[src/rtl/ildu_pkg.sv]
// Package: shared types, widths and opcode class ROMs for the length decoder.
package ildu_pkg;

    localparam int WINDOW_BYTES_DEF = 16;
    localparam int POS_W = 5;
    localparam int LEN_W = 8;

    typedef struct packed {
        logic [63:0] code_low;
        logic [63:0] code_high;
    } in_t;

    typedef struct packed {
        logic [4:0] length;
        logic       overrun;
    } out_t;

    // Per-byte classification found by one lane
    typedef struct packed {
        logic [7:0] one;
        logic [7:0] esc;
        logic [7:0] byt;
    } lane_t;

    localparam logic [7:0] CLS_ONE [256] = '{
    8'h92,8'h92,8'h92,8'h92,8'h52,8'h45,8'h51,8'h51,8'h92,8'h92,8'h92,8'h92,8'h52,8'h45,8'h51,8'h20,
    8'h92,8'h92,8'h92,8'h92,8'h52,8'h45,8'h51,8'h51,8'h92,8'h92,8'h92,8'h92,8'h52,8'h45,8'h51,8'h51,
    8'h92,8'h92,8'h92,8'h92,8'h52,8'h45,8'h10,8'h51,8'h92,8'h92,8'h92,8'h92,8'h52,8'h45,8'h10,8'h51,
    8'h92,8'h92,8'h92,8'h92,8'h52,8'h45,8'h10,8'h51,8'h92,8'h92,8'h92,8'h92,8'h52,8'h45,8'h10,8'h51,
    8'h10,8'h10,8'h10,8'h10,8'h10,8'h10,8'h10,8'h10,8'h14,8'h14,8'h14,8'h14,8'h14,8'h14,8'h14,8'h14,
    8'h51,8'h51,8'h51,8'h51,8'h51,8'h51,8'h51,8'h51,8'h51,8'h51,8'h51,8'h51,8'h51,8'h51,8'h51,8'h51,
    8'h51,8'h51,8'h92,8'h92,8'h10,8'h10,8'h12,8'h11,8'h45,8'h86,8'h52,8'h93,8'h51,8'h51,8'h51,8'h51,
    8'h52,8'h52,8'h52,8'h52,8'h52,8'h52,8'h52,8'h52,8'h52,8'h52,8'h52,8'h52,8'h52,8'h52,8'h52,8'h52,
    8'h93,8'h86,8'h93,8'h93,8'h92,8'h92,8'h92,8'h92,8'h92,8'h92,8'h92,8'h92,8'h92,8'h92,8'h92,8'h92,
    8'h51,8'h51,8'h51,8'h51,8'h51,8'h51,8'h51,8'h51,8'h51,8'h51,8'h47,8'h51,8'h51,8'h51,8'h51,8'h51,
    8'h59,8'h59,8'h59,8'h59,8'h51,8'h51,8'h51,8'h51,8'h52,8'h45,8'h51,8'h51,8'h51,8'h51,8'h51,8'h51,
    8'h52,8'h52,8'h52,8'h52,8'h52,8'h52,8'h52,8'h52,8'h05,8'h05,8'h05,8'h05,8'h05,8'h05,8'h05,8'h05,
    8'h93,8'h93,8'h53,8'h51,8'h70,8'h71,8'h93,8'h86,8'h54,8'h51,8'h53,8'h51,8'h51,8'h52,8'h51,8'h51,
    8'h92,8'h92,8'h92,8'h92,8'h52,8'h52,8'h51,8'h51,8'h92,8'h92,8'h92,8'h92,8'h92,8'h92,8'h92,8'h92,
    8'h52,8'h52,8'h52,8'h52,8'h52,8'h52,8'h52,8'h52,8'h45,8'h45,8'h47,8'h52,8'h51,8'h51,8'h51,8'h51,
    8'h10,8'h51,8'h10,8'h10,8'h51,8'h51,8'h63,8'h66,8'h51,8'h51,8'h51,8'h51,8'h51,8'h51,8'h92,8'h92
    };

    localparam logic [7:0] CLS_ESC [256] = '{
    8'h93,8'h93,8'h93,8'h93,8'h52,8'h52,8'h52,8'h52,8'h52,8'h52,8'h51,8'h52,8'h51,8'h93,8'h52,8'h94,
    8'h93,8'h93,8'h93,8'h93,8'h93,8'h93,8'h93,8'h93,8'h93,8'h93,8'h93,8'h93,8'h93,8'h93,8'h93,8'h93,
    8'h53,8'h53,8'h53,8'h53,8'h53,8'h53,8'h53,8'h53,8'h93,8'h93,8'h93,8'h93,8'h93,8'h93,8'h93,8'h93,
    8'h52,8'h52,8'h52,8'h52,8'h52,8'h52,8'h52,8'h52,8'h34,8'h51,8'h35,8'h51,8'h51,8'h51,8'h51,8'h51,
    8'h93,8'h93,8'h93,8'h93,8'h93,8'h93,8'h93,8'h93,8'h93,8'h93,8'h93,8'h93,8'h93,8'h93,8'h93,8'h93,
    8'h53,8'h93,8'h93,8'h93,8'h93,8'h93,8'h93,8'h93,8'h93,8'h93,8'h93,8'h93,8'h93,8'h93,8'h93,8'h93,
    8'h93,8'h93,8'h93,8'h93,8'h93,8'h93,8'h93,8'h93,8'h93,8'h93,8'h93,8'h93,8'h93,8'h93,8'h93,8'h93,
    8'h94,8'h54,8'h54,8'h54,8'h93,8'h93,8'h93,8'h52,8'h93,8'h93,8'h93,8'h93,8'h93,8'h93,8'h93,8'h93,
    8'h46,8'h46,8'h46,8'h46,8'h46,8'h46,8'h46,8'h46,8'h46,8'h46,8'h46,8'h46,8'h46,8'h46,8'h46,8'h46,
    8'h93,8'h93,8'h93,8'h93,8'h93,8'h93,8'h93,8'h93,8'h93,8'h93,8'h93,8'h93,8'h93,8'h93,8'h93,8'h93,
    8'h52,8'h52,8'h52,8'h93,8'h94,8'h93,8'h51,8'h51,8'h52,8'h52,8'h52,8'h93,8'h94,8'h93,8'h93,8'h93,
    8'h93,8'h93,8'h93,8'h93,8'h93,8'h93,8'h93,8'h93,8'h93,8'h93,8'h94,8'h93,8'h93,8'h93,8'h93,8'h93,
    8'h93,8'h93,8'h94,8'h93,8'h94,8'h94,8'h94,8'h93,8'h52,8'h52,8'h52,8'h52,8'h52,8'h52,8'h52,8'h52,
    8'h93,8'h93,8'h93,8'h93,8'h93,8'h93,8'h93,8'h93,8'h93,8'h93,8'h93,8'h93,8'h93,8'h93,8'h93,8'h93,
    8'h93,8'h93,8'h93,8'h93,8'h93,8'h93,8'h93,8'h93,8'h93,8'h93,8'h93,8'h93,8'h93,8'h93,8'h93,8'h93,
    8'h93,8'h93,8'h93,8'h93,8'h93,8'h93,8'h93,8'h93,8'h93,8'h93,8'h93,8'h93,8'h93,8'h93,8'h93,8'h52
    };

endpackage

[src/rtl/ildu_lane.sv]
// One classification lane: looks up both opcode ROMs for one window byte.
module ildu_lane
    import ildu_pkg::*;
(
    input  logic       clk,
    input  logic       load,
    input  logic [7:0] byte_in,
    output lane_t      lane
);

    lane_t lane_reg;

    // Capture byte and both classes when a window arrives
    always_ff @(posedge clk)
    begin
        if (load)
        begin
            lane_reg.one <= CLS_ONE[byte_in];
            lane_reg.esc <= CLS_ESC[byte_in];
            lane_reg.byt <= byte_in;
        end
    end

    assign lane = lane_reg;

endmodule

[src/rtl/ildu_walker.sv]
// Merging stage: walks the lane results byte by byte to find the length.
module ildu_walker
    import ildu_pkg::*;
#(
    parameter int WINDOW_BYTES = WINDOW_BYTES_DEF
)
(
    input  logic  clk,
    input  logic  rst_n,
    input  logic  start,
    output logic  busy,
    input  lane_t lanes [WINDOW_BYTES],
    output logic  out_valid,
    input  logic  out_stall,
    output out_t  out_data
);

    localparam int IDX_W = $clog2(WINDOW_BYTES);

    localparam logic [2:0] ST_IDLE  = 3'd0;
    localparam logic [2:0] ST_CLS   = 3'd1;
    localparam logic [2:0] ST_FETCH = 3'd2;
    localparam logic [2:0] ST_DONE  = 3'd3;

    localparam logic [2:0] K_ONE   = 3'd0;
    localparam logic [2:0] K_ESC   = 3'd1;
    localparam logic [2:0] K_GRP3  = 3'd2;
    localparam logic [2:0] K_VEX   = 3'd3;
    localparam logic [2:0] K_MODRM = 3'd4;
    localparam logic [2:0] K_SIB   = 3'd5;

    logic [2:0]       state_reg, state_next;
    logic [2:0]       kind_reg, kind_next;
    logic [POS_W-1:0] pos_reg, pos_next;
    logic [POS_W-1:0] idx_reg, idx_next;
    logic [LEN_W-1:0] len_reg, len_next;
    logic [1:0]       pfx_reg, pfx_next;   // bit0: 66 seen, bit1: REX.W seen
    logic [7:0]       cls_reg, cls_next;
    logic             ovr_reg, ovr_next;
    logic             ov_reg;
    out_t             od_reg;

    lane_t            r;
    logic [7:0]       g3cls;
    logic [4:0]       vexc;
    logic [LEN_W-1:0] m_base, m_len;
    logic             m_fin;
    logic [LEN_W-1:0] cadd, p66, pw;

    assign r    = lanes[idx_reg[IDX_W-1:0]];
    assign cadd = LEN_W'(cls_reg[3:0]);
    assign p66  = pfx_reg[0] ? LEN_W'(2) : LEN_W'(0);
    assign pw   = pfx_reg[1] ? LEN_W'(4) : LEN_W'(0);

    // Group 3: reg field selects test (with immediate) or not
    always_comb
    begin
        if ((r.byt & 8'h38) != 8'h00)
            g3cls = 8'h02;
        else if (pfx_reg[0] && cls_reg == 8'h66)
            g3cls = 8'h04;
        else
            g3cls = cls_reg;
    end

    assign vexc = r.byt[4:0];

    // ModR/M displacement and SIB detection
    always_comb
    begin
        m_base = (kind_reg == K_GRP3) ? len_reg + LEN_W'(g3cls[3:0]) : len_reg;
        m_fin  = 1'b1;
        m_len  = m_base;
        unique case (r.byt[7:6])
            2'd0:
            begin
                if (r.byt[2:0] == 3'd5)
                    m_len = m_base + LEN_W'(4);
                else if (r.byt[2:0] == 3'd4)
                begin
                    m_len = m_base + LEN_W'(1);
                    m_fin = 1'b0;
                end
            end
            2'd1:
            begin
                m_len = m_base + LEN_W'(1) + ((r.byt[2:0] == 3'd4) ? LEN_W'(1) : LEN_W'(0));
            end
            2'd2:
            begin
                m_len = m_base + LEN_W'(4) + ((r.byt[2:0] == 3'd4) ? LEN_W'(1) : LEN_W'(0));
            end
            default:
            begin
                m_len = m_base;
            end
        endcase
    end

    // Walk control
    always_comb
    begin
        state_next = state_reg;
        kind_next  = kind_reg;
        pos_next   = pos_reg;
        idx_next   = idx_reg;
        len_next   = len_reg;
        pfx_next   = pfx_reg;
        cls_next   = cls_reg;
        ovr_next   = ovr_reg;
        unique case (state_reg)
            ST_IDLE:
            begin
                if (start)
                begin
                    kind_next  = K_ONE;
                    pos_next   = '0;
                    idx_next   = '0;
                    len_next   = '0;
                    pfx_next   = '0;
                    ovr_next   = 1'b0;
                    state_next = ST_FETCH;
                end
            end
            ST_CLS:
            begin
                unique case (cls_reg[7:4])
                    4'd0:
                    begin
                        len_next   = len_reg + LEN_W'(cls_reg) + pw;
                        state_next = ST_DONE;
                    end
                    4'd1:
                    begin
                        pfx_next   = pfx_reg | cls_reg[2:1];
                        pos_next   = pos_reg + POS_W'(1);
                        idx_next   = pos_reg + POS_W'(1);
                        len_next   = len_reg + LEN_W'(1);
                        kind_next  = K_ONE;
                        state_next = ST_FETCH;
                    end
                    4'd2:
                    begin
                        pos_next   = pos_reg + POS_W'(1);
                        idx_next   = pos_reg + POS_W'(1);
                        kind_next  = K_ESC;
                        state_next = ST_FETCH;
                    end
                    4'd3:
                    begin
                        pos_next   = pos_reg + POS_W'(1);
                        idx_next   = pos_reg + POS_W'(2);
                        len_next   = len_reg + cadd;
                        kind_next  = K_MODRM;
                        state_next = ST_FETCH;
                    end
                    4'd4:
                    begin
                        len_next   = len_reg - p66 + cadd;
                        state_next = ST_DONE;
                    end
                    4'd5:
                    begin
                        len_next   = len_reg + cadd;
                        state_next = ST_DONE;
                    end
                    4'd6:
                    begin
                        idx_next   = pos_reg + POS_W'(1);
                        kind_next  = K_GRP3;
                        state_next = ST_FETCH;
                    end
                    4'd7:
                    begin
                        if (cls_reg == 8'h70)
                        begin
                            pos_next  = pos_reg + POS_W'(1);
                            idx_next  = pos_reg + POS_W'(1);
                            kind_next = K_VEX;
                        end
                        else
                        begin
                            pos_next  = pos_reg + POS_W'(2);
                            idx_next  = pos_reg + POS_W'(2);
                            len_next  = len_reg + LEN_W'(1);
                            kind_next = K_ESC;
                        end
                        state_next = ST_FETCH;
                    end
                    4'd8:
                    begin
                        idx_next   = pos_reg + POS_W'(1);
                        len_next   = len_reg - p66 + cadd;
                        kind_next  = K_MODRM;
                        state_next = ST_FETCH;
                    end
                    default:
                    begin
                        idx_next   = pos_reg + POS_W'(1);
                        len_next   = len_reg + cadd;
                        kind_next  = K_MODRM;
                        state_next = ST_FETCH;
                    end
                endcase
            end
            ST_FETCH:
            begin
                if (idx_reg >= POS_W'(WINDOW_BYTES))
                begin
                    ovr_next   = 1'b1;
                    len_next   = '0;
                    state_next = ST_DONE;
                end
                else
                begin
                    unique case (kind_reg)
                        K_ONE:
                        begin
                            cls_next   = r.one;
                            state_next = ST_CLS;
                        end
                        K_ESC:
                        begin
                            cls_next   = r.esc;
                            state_next = ST_CLS;
                        end
                        K_VEX:
                        begin
                            if (vexc >= 5'd2)
                            begin
                                pos_next  = pos_reg + POS_W'(2);
                                idx_next  = pos_reg + POS_W'(3);
                                len_next  = len_reg + LEN_W'(3) + LEN_W'(vexc[3:0]);
                                kind_next = K_MODRM;
                            end
                            else
                            begin
                                pos_next  = pos_reg + POS_W'(2);
                                idx_next  = pos_reg + POS_W'(2);
                                len_next  = len_reg + LEN_W'(2);
                                kind_next = K_ESC;
                            end
                        end
                        K_GRP3, K_MODRM:
                        begin
                            len_next = m_len;
                            if (m_fin)
                                state_next = ST_DONE;
                            else
                            begin
                                idx_next  = idx_reg + POS_W'(1);
                                kind_next = K_SIB;
                            end
                        end
                        K_SIB:
                        begin
                            if (r.byt[2:0] == 3'd5)
                                len_next = len_reg + LEN_W'(4);
                            state_next = ST_DONE;
                        end
                        default:
                        begin
                            state_next = ST_DONE;
                        end
                    endcase
                end
            end
            ST_DONE:
            begin
                if (!ov_reg || !out_stall)
                    state_next = ST_IDLE;
            end
            default:
            begin
                state_next = ST_IDLE;
            end
        endcase
    end

    // Control state
    always_ff @(posedge clk or negedge rst_n)
    begin
        if (!rst_n)
        begin
            state_reg <= ST_IDLE;
            ov_reg    <= 1'b0;
        end
        else
        begin
            state_reg <= state_next;
            if (state_reg == ST_DONE && (!ov_reg || !out_stall))
                ov_reg <= 1'b1;
            else if (!out_stall)
                ov_reg <= 1'b0;
        end
    end

    // Walk datapath and result register
    always_ff @(posedge clk)
    begin
        kind_reg <= kind_next;
        pos_reg  <= pos_next;
        idx_reg  <= idx_next;
        len_reg  <= len_next;
        pfx_reg  <= pfx_next;
        cls_reg  <= cls_next;
        ovr_reg  <= ovr_next;
        if (state_reg == ST_DONE && (!ov_reg || !out_stall))
        begin
            od_reg.length  <= len_reg[4:0];
            od_reg.overrun <= ovr_reg;
        end
    end

    assign busy      = (state_reg != ST_IDLE);
    assign out_valid = ov_reg;
    assign out_data  = od_reg;

endmodule

[src/rtl/x86_instruction_length_decode_unit.sv]
// Top level of the x86-64 instruction length decoder.
// Takes one window of code per transaction and returns the byte length of the
// instruction at window byte 0, or overrun with length 0 when the decode needs
// a byte past the window. On acceptance, one lane per window byte looks up its
// one-byte and 0F-map class in parallel; the walker then visits one byte per
// step, going through its fetch and classify states for prefixes and escapes
// and through its fetch state alone for ModR/M and SIB. The result is handed
// over through an output register. One window is decoded at a time; the next
// window is taken once the result is in the output register.
module x86_instruction_length_decode_unit
    import ildu_pkg::*;
#(
    parameter int WINDOW_BYTES = WINDOW_BYTES_DEF
)
(
    input  logic clk,
    input  logic rst_n,
    input  logic in_valid,
    output logic in_stall,
    input  in_t  in_data,
    output logic out_valid,
    input  logic out_stall,
    output out_t out_data
);

    logic        busy;
    logic        load;
    logic [127:0] window;
    lane_t       lanes [WINDOW_BYTES];

    assign in_stall = busy;
    assign load     = in_valid && !busy;
    assign window   = {in_data.code_high, in_data.code_low};

    // Classification lanes, one per window byte
    for (genvar i = 0; i < WINDOW_BYTES; i++)
    begin : g_lane
        ildu_lane u_lane (
            .clk     (clk),
            .load    (load),
            .byte_in (window[8*i +: 8]),
            .lane    (lanes[i])
        );
    end

    ildu_walker #(
        .WINDOW_BYTES (WINDOW_BYTES)
    ) u_walker (
        .clk       (clk),
        .rst_n     (rst_n),
        .start     (load),
        .busy      (busy),
        .lanes     (lanes),
        .out_valid (out_valid),
        .out_stall (out_stall),
        .out_data  (out_data)
    );

endmodule
[config.mk]
export PLATFORM = sky130hd
export DESIGN_NAME = x86_instruction_length_decode_unit
export DESIGN_NICKNAME = d
export VERILOG_FILES = /design/src/rtl/ildu_pkg.sv /design/src/rtl/ildu_lane.sv /design/src/rtl/ildu_walker.sv /design/src/rtl/x86_instruction_length_decode_unit.sv
export SDC_FILE = /design/constraint.sdc
export NUM_CORES = 2
export LEC_CHECK = 0
export BUFFER_PORTS_ARGS = -buffer_cell sky130_fd_sc_hd__buf_2
export CAP_MARGIN = 20
export CORE_MARGIN = 2
export CORE_UTILIZATION = 25
export CTS_CLUSTER_SIZE = 8
export DETAILED_ROUTE_END_ITERATION = 10
export GPL_TIMING_DRIVEN = 0
export PLACE_DENSITY_LB_ADDON = 0.1
export SLEW_MARGIN = 20
export SYNTH_ARGS = -nofsm -noshare
export SYNTH_HDL_FRONTEND = slang
export SYNTH_SLANG_ARGS = --single-unit
[constraint.sdc]
create_clock -name clk -period 29.3 [get_ports clk]
set_input_delay 4.395 -clock clk [delete_from_list [all_inputs] [get_ports clk]]
set_output_delay 4.395 -clock clk [all_outputs]
set_load 0.05 [all_outputs]
After elaboration in Yosys (flattened, before gate mapping)
Memory sizes are Yosys's and may differ from the RTL's. A register that Yosys moved wholly into a read port is not among the register bits.
Index checks and enable logic that the tools add are counted.
{"block": "word_totals", "regBits": 170, "rom_bits": 65536, "in_bits": 132, "output_inout_bits": 8, "word_cells": 228, "mem_count": 32}
{"name": "(name not given)", "words": 256, "width": 8, "read_ports": 1, "rd_ports_with_merged_regs": 1, "wr": 0, "line": "ildu_lane.sv:18", "source": "lane_reg.one <= CLS_ONE[byte_in];"}
{"name": "(name not given)", "words": 256, "width": 8, "read_ports": 1, "rd_ports_with_merged_regs": 1, "wr": 0, "line": "ildu_lane.sv:19", "source": "lane_reg.esc <= CLS_ESC[byte_in];"}
{"name": "(name not given)", "words": 256, "width": 8, "read_ports": 1, "rd_ports_with_merged_regs": 1, "wr": 0, "line": "ildu_lane.sv:18"}
{"name": "(name not given)", "words": 256, "width": 8, "read_ports": 1, "rd_ports_with_merged_regs": 1, "wr": 0, "line": "ildu_lane.sv:19"}
{"name": "(name not given)", "words": 256, "width": 8, "read_ports": 1, "rd_ports_with_merged_regs": 1, "wr": 0, "line": "ildu_lane.sv:18"}
{"name": "(name not given)", "words": 256, "width": 8, "read_ports": 1, "rd_ports_with_merged_regs": 1, "wr": 0, "line": "ildu_lane.sv:19"}
{"name": "26 more memories"}
{"block": "classes", "add_sub_neg": 19, "n_lt_le_gt_ge": 3, "eq_ne": 39, "n_mux": 59, "bitwise_logic": 19, "reduce_logical": 30}
{"operator": "NOT 8 -> 9 bit", "n": 16}
{"operator": "binary-select mux 24 bit (select 4 bit)", "n": 1}
{"operator": "one-hot mux 8 bit (3 select lines)", "n": 3}
{"operator": "2-to-1 mux 8 bit", "n": 8}
{"operator": "2-to-1 mux 24 bit", "n": 2}
{"operator": "one-hot mux 5 bit (3 select lines)", "n": 3}
{"operator": "one-hot mux 8 bit (5 select lines)", "n": 1}
{"operator": "2-to-1 mux 5 bit", "n": 7}
{"operator": "adder 8 x 4 -> 8 bit", "n": 4}
{"operator": "2-to-1 mux 3 bit", "n": 9}
{"operator": "adder 8 bit", "n": 3}
{"operator": "one-hot mux 5 bit (2 select lines)", "n": 2}
{"operator": "one-hot mux 3 bit (3 select lines)", "n": 2}
{"operator": "adder 8 x 1 -> 8 bit, second input constant", "n": 2}
{"operator": "adder 8 x 2 -> 8 bit, second input constant", "n": 2}
{"operator": "adder 8 x 3 -> 8 bit, second input constant", "n": 2}
{"operator": "== test 4 x 3 -> 1 bit, second input constant", "n": 4}
{"operator": "== test 8 x 7 -> 1 bit, second input constant", "n": 2}
{"operator": "one-hot mux 8 bit (2 select lines)", "n": 1}
{"operator": "one-hot mux 3 bit (5 select lines)", "n": 1}
{"operator": "== test 3 x 2 -> 1 bit, second input constant", "n": 4}
{"operator": "== test 3 bit, second input constant", "n": 4}
{"operator": "!= test 2 bit, second input constant", "n": 6}
{"operator": "one-hot mux 3 bit (4 select lines)", "n": 1}
{"operator": "other kinds (41)", "n": 79}

Depth between registers and ports, before layout
{"block": "depth", "depth_word": 15, "depth_mapped": 25}

Cells and area by module
From an unflattened synthesis, not the netlist that was laid out.
{"block": "unflattened", "hier_cells": 4508, "area_unflattened_um2": 38949.9}
{"module": "ildu_lane (g_lane[0].u_lane ...)", "instances": 15, "cells_per_inst": 235, "area_per_inst_um2": 1983.2, "seq_area_each_um2": 690.7}
{"module": "ildu_walker", "instances": 1, "cells_per_inst": 749, "area_per_inst_um2": 7134.3, "seq_area_each_um2": 1126.1}
{"module": "ildu_lane (g_lane[1].u_lane)", "instances": 1, "cells_per_inst": 233, "area_per_inst_um2": 2054.5, "seq_area_each_um2": 690.7}
{"module": "x86_instruction_length_decode_unit", "instances": 1, "cells_per_inst": 1, "area_per_inst_um2": 13.8, "seq_area_each_um2": 0.0}

Worst setup path before layout
Ideal clock, no wire load.
{"block": "synth_path", "path_kind": "input to register", "startpoint": "input port in_valid", "endpoint": "register g_lane[0].u_lane.lane_reg, in the netlist g_lane[0].u_lane.lane[0] (enable)", "arrival_ps": 12620, "required_time_ps": 28524, "path_slack_ps": 15904, "cell_stages": 1, "path_cell_list": "and2_1"}
{"block": "synth_between", "elab_chain_len": 1}
{"element": "from (decl)", "line": "x86_instruction_length_decode_unit.sv:18", "source": "input logic in_valid,"}
{"element": "logical AND 1 bit", "line": "x86_instruction_length_decode_unit.sv:32", "source": "assign load = in_valid && !busy;"}
{"element": "to (decl)", "line": "ildu_lane.sv:11", "source": "lane_t lane_reg;"}
No other way between the ends.
A chain may end at the register's enable or synchronous reset.

Worst setup path in the final report
{"block": "layout_path", "startpoint": "register u_walker.idx_reg[1]", "endpoint": "register u_walker.len_reg[4], data pin"}
{"block": "layout_between", "elab_chain_len": 15}
{"element": "from (decl)", "line": "ildu_walker.sv:35", "source": "logic [POS_W-1:0] idx_reg, idx_next;"}
{"element": "from (signal assigned)", "line": "ildu_walker.sv:303", "source": "idx_reg <= idx_next;"}
{"element": "parallel branches: the longest is 13 deep, another holds adder 8 x 4 -> 8 bit"}
{"element": "2-to-1 mux 8 bit *", "line": "ildu_walker.sv:208", "source": "if (idx_reg >= POS_W'(WINDOW_BYTES))"}
{"element": "one-hot mux 8 bit (3 select lines) *", "line": "ildu_walker.sv:111", "source": "unique case (state_reg)"}
{"element": "net u_walker.len_next[4]", "line": "ildu_walker.sv:36", "source": "logic [LEN_W-1:0] len_reg, len_next;"}
{"element": "to (signal assigned)", "line": "ildu_walker.sv:304", "source": "len_reg <= len_next;"}
{"element": "to (decl)", "line": "ildu_walker.sv:36"}
Mark *: on every way through the listed nets, which the timed path passes. The select of a mux whose other input is x is not followed.

==> metrics.txt <==
outcome=finished clean; switching power share of the total=44.33%; min setup slack post-route=21.85 ns; clock net sink count=406; area of the die=0.1536 mm²; core region area=0.1496 mm²; leakage component of the power=14.65 nW; power density cells=71.35 mW/mm²; synthesized area divided by synthesized cell count=8.187 µm²; RSZ-0062 raised after global routing=false; average wire per cell in the routed design=25.95 µm; largest stage delay on the critical path=0.81 ns; most common cell in the netlist=nand2_1; maximum clock skew at final layout=0.04086 ns; post-detailed-route DRC marker count=0; number of CTS-inserted buffers=60; switching power of the nets=1.353 mW; max_cap viols=0; number of primary I/O pins=140; largest buffer count on any clock path=3; average vias per placed instance=5.812; Skew-Pair Late Insertion Delay=0.67 ns; worst path buffer plus inverter count=5; Overall Power=3.052 mW; root cell of the clock tree=clkbuf_16; distinct cell type count of the synthesized netlist=88; flop-to-flop setup slack=21.85 ns; critical path's top delay family=buffers and inverters; classification of the worst-slack hold path=reg2reg; reg-to-reg critical path endpoint=u_walker.len_reg[4]; total routing usage reported by global routing=22.27%; area share of the leading cell type in the synthesized netlist=32.17%; launch instance of the worst register-to-register path=u_walker.idx_reg[1]; IR drop worst, VDD=52.82 µV; Clock transition at path regs=0.06 ns; height of the die=391.9 µm; FFs w/ async S/R, synth=0.7389%; clock share of power=21.7%; Cell Count, Final, Fillers Out=6856; leading area contributor after synthesis=edfxtp_1; setup fix buffers added after clock tree synthesis=0; Final Max Tran Viols=0; Routability Congestion=0.9493; post-cts hold buffer count=0; filler instances=16310; number of flip-flops under the largest register name=368; final-layout setup total negative slack=0 ns; wire length of the first global-routing pass=260500 µm; largest net degree at the start of global routing=54; top post-synthesis cells by area=edfxtp_1, ha_1, a21oi_1, o21ai_0, nand2_1; Syn Std Cell Area=0.03762 mm²; maximum achievable frequency=134.2 MHz; critical path launch point type=flip-flop; critical path capture point type=flip-flop; port bufs=139; summed area of non-filler cells in the final layout=0.04278 mm²; number of global-route vias before repair=37110; total number of nets in the final design=5161; Post-Synthesis Cells=4595; H-tree depth=2; DP Worst Slack=21.79 ns; number of cells on the worst reg-to-reg path=20; total overflow reported by the global router=0; Hold Path End=u_walker.out_data[0]; max_slew headroom=31.71%; cell internal pwr=1.699 mW; final critical delay including setup and external delays=7.453 ns; Synth-to-Final Area Change=13.71%; launch point of the worst hold path=u_walker.ovr_reg; post-route ant nets=0; part of the power in combinational logic=49.2%; register area share after synthesis=32.37%; slowest stage cell on the critical path=clkbuf_1; Ys Warns=0; number of synthesized flops with an enable pin=403; commonest cells in the synthesized netlist=nand2_1, a21oi_1, nor2_1, o21ai_0, edfxtp_1; maximum net fanout on the critical path=10; Site Rows=142; initial antenna violation count=14; Cell Count Post-Placement=6758; post-detailed-routing wire length=177900 µm; required time worst endpoint=29.69 ns; effective utilization at floorplan=25.15%; Hold Vio Cnt, Final=0; sequential fraction of design power=29.1%; Critical Setup Path Class=reg2reg; post-synth net total=4952; Via Count=39840; Detailed Route Iter0 Violations=5506; cell depth of the worst min-delay path=0; post-synthesis register bit count=406; Period Utilization, post-route=25.44%; endpoint arrival time on the critical path=7.84 ns; layout cells sized above 1=7.554%; total of cells resized after clock tree synthesis=0; post-detailed-placement half-perimeter wirelength=132700 µm; critical-path cell list=buf_2 -> buf_2 -> clkbuf_1 -> buf_1 -> mux4_2 -> a22oi_1 -> nand3_1 -> nor2_1 -> ha_1 -> inv_1 -> fa_1 -> mux2i_1 -> ha_1 -> ha_1 -> and4b_1 -> mux2i_1 -> o2111ai_1 -> mux2i_1 -> a311oi_1 -> o21ai_0; slew at the pin with the worst max-slew slack=1.017 ns; Top FF cell, synth=edfxtp_1; Pre-Repair DR Iteration Count=8; Die X-Extent=391.9 µm; clock tree from TritonCTS=done; setup violation total in the final timing report=0; Placed Instance Area=0.04104 mm²
[cell families after synthesis]
kind of cell	synth area share, %
AOI/OAI and AO/OA	28.62
and+or+nand+nor	16.92
buffers and inverters	6.206
DFF	32.37
adders and majority gates	7.603
muxes	7.237
xor gates and xnor gates	1.048
[power groups by stage]
stage                     sequential, mW  clock [mW]  combinational [mW]
after global routing               0.900       0.704                1.62
after global placement             0.983           0                1.48
after CTS                          0.892       0.684                1.49
after detailed placement           0.902           0                1.48
final                              0.888       0.664                1.50
after floorplan                    0.912           0               0.925
[area by class of cell]
| class | count | area [µm²] | share of cell area, % |
|---|---|---|---|
| Clock buffer | 80 | 1629 | 3.808 |
| Clock inverter | 10 | 82.58 | 0.1931 |
| Buffer | 421 | 1617 | 3.779 |
| Multi-Input combinational cell | 3576 | 23110 | 54.04 |
| Inverter | 192 | 720.7 | 1.685 |
| Antenna cell | 8 | 20.02 | 0.04680 |
| Timing Repair Buffer | 147 | 893.4 | 2.088 |
| Tap cell | 2016 | 2522 | 5.897 |
| Sequential cell | 406 | 12180 | 28.47 |
[metrics by stage]
stage	util, %	hold WS (ns)
detailed placement	27.44	0.4151
global placement	27.30	0.4074
global route	28.59	0.4372
finish	28.59	0.4257
floorplan	-	0.4003
CTS	28.58	0.4300
[cell usage in the layout (no fill, tap or decap), types with 60 or more instances in the layout]
cell type / n
a211oi_1: 60
a21oi_1: 454
a31oi_1: 119
buf_2: 155
clkbuf_1: 379
clkbuf_16: 62
edfxtp_1: 403
ha_1: 219
inv_1: 172
mux2i_1: 92
mux4_2: 67
nand2_1: 515
nand3_1: 125
nor2_1: 444
nor3_1: 114
o21ai_0: 444
[layer usage]
metal	share of wire, %	up-vias	global-route usage (%)
met5	0.061	-	0
met4	2.6	16	5.238
met3	6.8	291	2.268
met2	47	2223	36.59
met1	44	19540	31.24
li1	-	17780	-
[how the worst max path moves through the flow]
| stage | slack, ns | startpoint | end | depth (start not counted) |
|---|---|---|---|---|
| floorplan | 15.90 | in_valid | g_lane[0].u_lane.lane[0] | 1 |
| global placement | 11.01 | in_valid | g_lane[1].u_lane.lane[1] | 2 |
| detailed placement | 21.79 | u_walker.idx_reg[1] | u_walker.len_reg[4] | 20 |
| CTS | 21.78 | u_walker.idx_reg[1] | u_walker.len_reg[4] | 20 |
| global route | 21.58 | u_walker.idx_reg[1] | u_walker.len_reg[4] | 20 |
| finish | 21.85 | u_walker.idx_reg[1] | u_walker.len_reg[4] | 20 |
Power figures use the tool's default switching activity.
